**config.mk**
```make
export PLATFORM = sky130hd
export DESIGN_NAME = ois_apb
export DESIGN_NICKNAME = d
export VERILOG_FILES = /design/src/rtl/ois_pkg.sv /design/src/rtl/ois_apb.sv
export SDC_FILE = /design/constraint.sdc
export NUM_CORES = 1
export LEC_CHECK = 0
export ABC_AREA = 1
export BUFFER_PORTS_ARGS = -buffer_cell sky130_fd_sc_hd__buf_2
export CAP_MARGIN = 20
export CORE_UTILIZATION = 41
export CTS_CLUSTER_SIZE = 10
export DETAILED_ROUTE_END_ITERATION = 7
export PLACE_DENSITY_LB_ADDON = 0.25
export SLEW_MARGIN = 20
export SYNTH_ARGS = -nofsm -noshare
export SYNTH_HDL_FRONTEND = slang
export SYNTH_SLANG_ARGS = --single-unit
export TNS_END_PERCENT = 20
```
**constraint.sdc**
```tcl
create_clock -name i_clk -period 2.2 [get_ports i_clk]
set_clock_uncertainty 0.2 [all_clocks]
set_input_delay 0.44 -clock i_clk [delete_from_list [all_inputs] [get_ports i_clk]]
set_output_delay 0.44 -clock i_clk [all_outputs]
set_load 0.05 [all_outputs]
```
**src/rtl/ois_pkg.sv**
```systemverilog
`default_nettype none

package ois_pkg;

    localparam int KEY_W      = 16;
    localparam int BIT_AW     = 6;
    localparam int WORD_W     = 64;
    localparam int LEAF_AW    = KEY_W - BIT_AW;
    localparam int MID_AW     = LEAF_AW - BIT_AW;
    localparam int LEAF_WORDS = 1 << LEAF_AW;
    localparam int MID_WORDS  = 1 << MID_AW;
    localparam int LIMIT_W    = KEY_W + 1;
    localparam int APB_DW     = 32;
    localparam int APB_AW     = 3;

    localparam logic [LIMIT_W-1:0] LIMIT_RESET = LIMIT_W'(1 << KEY_W);
    localparam logic [BIT_AW-1:0]  BIT_LAST    = '1;

    // operation kinds
    localparam logic [2:0] K_INSERT = 3'd0;
    localparam logic [2:0] K_REMOVE = 3'd1;
    localparam logic [2:0] K_MIN    = 3'd2;
    localparam logic [2:0] K_MAX    = 3'd3;
    localparam logic [2:0] K_PRED   = 3'd4;
    localparam logic [2:0] K_SUCC   = 3'd5;
    localparam logic [2:0] K_MEMBER = 3'd6;

    // result status
    localparam logic [1:0] ST_OK    = 2'd0;
    localparam logic [1:0] ST_NONE  = 2'd1;
    localparam logic [1:0] ST_RANGE = 2'd2;

    // config register index
    localparam logic REG_KEY_LIMIT = 1'b0;

    typedef struct packed {
        logic [WORD_W-1:0] bits;
        logic [BIT_AW-1:0] start;
        logic              down;
    } t_scan_req;

    typedef struct packed {
        logic              found;
        logic [BIT_AW-1:0] idx;
    } t_scan_rsp;

endpackage

`default_nettype wire

```
**src/rtl/ois_apb.sv**
```systemverilog
`default_nettype none

module ois_apb (
    input  wire                           i_clk,
    input  wire                           i_rst_n,
    input  wire                           i_psel,
    input  wire                           i_penable,
    input  wire                           i_pwrite,
    input  wire  [ois_pkg::APB_AW-1:0]    i_paddr,
    input  wire  [ois_pkg::APB_DW-1:0]    i_pwdata,
    output logic [ois_pkg::APB_DW-1:0]    o_prdata,
    output logic                          o_pready,
    output logic [ois_pkg::LIMIT_W-1:0]   o_key_limit
);
    import ois_pkg::*;

    logic [LIMIT_W-1:0] r_key_limit;
    logic               wr_hit;

    assign o_pready = 1'b1;
    assign wr_hit   = i_psel && i_penable && i_pwrite && o_pready
                      && (i_paddr[APB_AW-1] == REG_KEY_LIMIT);

    always_ff @(posedge i_clk) begin
        if (!i_rst_n) begin
            r_key_limit <= LIMIT_RESET;
        end else if (wr_hit) begin
            r_key_limit <= i_pwdata[LIMIT_W-1:0];
        end
    end

    always_comb begin
        if (i_paddr[APB_AW-1] == REG_KEY_LIMIT) begin
            o_prdata = APB_DW'(r_key_limit);
        end else begin
            o_prdata = '0;
        end
    end

    assign o_key_limit = r_key_limit;

endmodule

`default_nettype wire
```
==> out/qor.log <==
INFO  run_status     outcome=finished clean
INFO  sta            final-max-slew-violation-count=0
INFO  sta            setup_violations=0
INFO  sta            report.final.hold_viol_count=0
INFO  final_layout   layout_commonest_cell=buf_2
INFO  worst_setup_path cpMaxStageDelayCell=buf_2
INFO  clocking       number_of_clock_buffers_inserted_by_tritoncts=3
INFO  worst_setup_path worstSetupPathDepth=3
INFO  power_and_ir_drop fraction_of_power_spent_switching_nets=39.76%
INFO  floorplan      core-area=2500um2
INFO  sta            final.setup.worst_slack=485.6ps
INFO  final_layout   drive_above_1_share=38.25%
INFO  clocking       clock_slew_seen_by_the_registers_of_the_worst_setup_and_hold_paths=100ps
INFO  power_and_ir_drop total_leakage_power=0.7809nW
INFO  power_and_ir_drop power.share.sequential=45.1%
INFO  clocking       post-cts-setup-buffer-count=0
INFO  worst_setup_path cp-end-kind=output port
INFO  power_and_ir_drop share_clk_of_total_power=23.2%
INFO  placed_design  buffer_ports.inserted=56
INFO  final_layout   final_net_count=258
INFO  clocking       worst_skew_pair.late_latency=280ps
INFO  power_and_ir_drop switchingPower=0.2881mW
INFO  sta            fmax=583.3MHz
INFO  worst_setup_path critical_path_required_time=1560ps
INFO  grt            vias_in_the_first_global_route=803
INFO  sta            grt_setup_unrepaired=no
INFO  grt            initial_antenna_violation_count=0
INFO  final_layout   final_design_area_no_fill=1313um2
INFO  synthesis      post-synth-top-area-fraction=31.16%
INFO  placed_design  place_hpwl=1523um
INFO  sta            fin_hold_ws=164.8ps
INFO  power_and_ir_drop power_density=552.1nW/um2
INFO  floorplan      ioPinCount=90
INFO  floorplan      core_rows=18
INFO  synthesis      ys_warn_count=0
INFO  placed_design  gp_congestion=0.6276
INFO  final_layout   antenna_cells=0
INFO  final_layout   layout.cells.most_common_list=buf_2 (56), inv_1 (34), nor2_1 (31)
INFO  routing        via_total_after_detailed_routing=1,011
INFO  grt            grt_use_total=16.08%
INFO  grt            grt_start_max_net_pins=20
INFO  worst_setup_path critPathLaunch=i_paddr[2]
INFO  clocking       clock_sinks=17
INFO  routing        avgRoutedWirePerCell=8.656um
INFO  placed_design  dp_cells=243
INFO  power_and_ir_drop internal-power=0.4365mW
INFO  floorplan      die_x=53.62um
INFO  clocking       cts_root_buf=clkbuf_4
INFO  grt            grt.overflow.total=0
INFO  floorplan      die_area=2875um2
INFO  synthesis      postSynthAreaPerCell=6.580um2
INFO  routing        avgViaCountPerCell=4.093
INFO  worst_setup_path critical_path_peak_fanout=19
INFO  worst_setup_path worst_path_bufs_invs=2
INFO  worst_setup_path arrival_time_worst_endpoint=1070ps
INFO  worst_setup_path sort_of_element_at_the_start_of_the_critical_path=input pin
INFO  clocking       ctsHoldBuffers=0
INFO  final_layout   layout.cells.non_filler=247
INFO  sta            period_share=77.93%
INFO  grt            grt_pass1_wl=3422um
INFO  final_layout   final_util=52.50%
INFO  clocking       cts_repair_resize_count=0
INFO  final_layout   filler_cell_count=286
INFO  flow_run       max_cap_viol_count=0
INFO  worst_setup_path crit_chain=buf_2 -> nor2_1 -> buf_2
INFO  worst_setup_path cpPeakStageDelay=320ps
INFO  hold_path      worst_hold_path_type=input pin to flip-flop
INFO  power_and_ir_drop power.combinational.fraction=31.7%
INFO  worst_setup_path critical-path-top-delay-family=buffers and inverters
INFO  routing        first_pass_iters=5
INFO  power_and_ir_drop power.total=0.7246mW
INFO  worst_setup_path crit_top_cell=buf_2
INFO  synthesis      synth-seq-area-share=31.16%
INFO  routing        detail-route-antenna-nets=0
INFO  worst_setup_path r2r_cells=2
INFO  synthesis      ys_types=20
INFO  clocking       cts-root-to-sink-buffers=2
INFO  synthesis      synthTopCellsByArea=dfxtp_1 (31%), buf_4 (12%), inv_1 (12%)
INFO  sta            finalSetupTns=0ps
INFO  synthesis      synth_seq_cells=17
INFO  placed_design  postPlaceCellArea=1286um2
INFO  routing        detail_route.drc_violations=0
INFO  routing        detail_route.wirelength=2138um
INFO  synthesis      netlist_instances=166
INFO  final_layout   largest_reg_flops=17
INFO  worst_setup_path r2r_end=o_key_limit[6]
INFO  worst_setup_path critical_path.reg2reg.startpoint=o_key_limit[6]
INFO  synthesis      synth_area_leader_cell=dfxtp_1
INFO  clocking       cts-htree-levels=1
INFO  placed_design  dp_worst_setup_slack=468.1ps
INFO  sta            min_period=1714ps
INFO  routing        first_iter_violations=15
INFO  final_layout   multi_input_area=491.7um2
INFO  worst_setup_path setup.reg_to_reg.worst_slack=1380ps
INFO  clocking       clock_tree_from_tritoncts=done
INFO  worst_setup_path worstSetupEndpoint=o_prdata[1]
INFO  floorplan      die_height=53.62um
INFO  final_layout   layout-area-overhead-vs-synth=20.16%
INFO  worst_setup_path timing.setup.critical_path_class=input pin to output port
INFO  synthesis      syn-cell-area=1092um2
INFO  final_layout   register_area=340.3um2
INFO  floorplan      start_util=43.69%
INFO  power_and_ir_drop ir_worst_vdd=0.0003163V
## power groups by stage
stage | Combinational (mW) | Clock (mW) | Sequential [mW]
after floorplan | 0.176 | 0 | 0.371
after global placement | 0.230 | 0 | 0.334
after detailed placement | 0.230 | 0 | 0.334
after CTS | 0.231 | 0.177 | 0.327
after global routing | 0.249 | 0.183 | 0.329
final | 0.230 | 0.168 | 0.327
## cells in the mapped netlist (all sizes together)
library cell	count
buf	22
inv	35
nand2	19
nor2	51
conb	2
clkbuf	1
dfxtp	17
clkinv	1
o21ai	1
nand3	17
## worst min-delay path by stage
stage / from / slack (ps) / depth (start not counted) / endpoint
6_report: i_pwdata[16] / 160 / 3 / o_key_limit[16]
5_1_grt: i_pwdata[16] / 160 / 3 / o_key_limit[16]
4_1_cts: i_pwdata[16] / 150 / 3 / o_key_limit[16]
3_5_place_dp: o_key_limit[11] / 290 / 2 / o_key_limit[11]
3_3_place_gp: o_key_limit[13] / 290 / 2 / o_key_limit[13]
2_1_floorplan: i_pwdata[16] / 370 / 2 / o_key_limit[16]
## area by class of cell
class	count	share of cell area, %
clock buffers	4	2.002
flip-flops and latches	17	25.93
repair buffers	56	21.35
well taps	30	2.860
multi-input cells	104	37.46
inverters	36	10.39
## worst register-to-register path: stages (launching register included)
cell	delay (ps)
dfxtp_1	390
nor2_2	60
nor2_2	110
## kinds of logic after synthesis
kind of cell	Yosys count	share of synthesized area, %
AO/OA/AOI/OAI	1	0.4578
buffers and inverters	59	28.64
flip-flops	17	31.16
other	2	0.6875
AND/OR/NAND/NOR	87	39.06
## routing by layer
| metal | track usage (%) | wire length [um] | up-vias |
|---|---|---|---|
| li1 | - | - | 543 |
| met1 | 20.27 | 1029 | 419 |
| met2 | 27.08 | 921 | 49 |
| met3 | 3.390 | 186 | 0 |
| met4 | 5.263 | 0 | 0 |
| met5 | 0 | 0 | - |
Note: power is estimated with default switching activity, not from simulation.
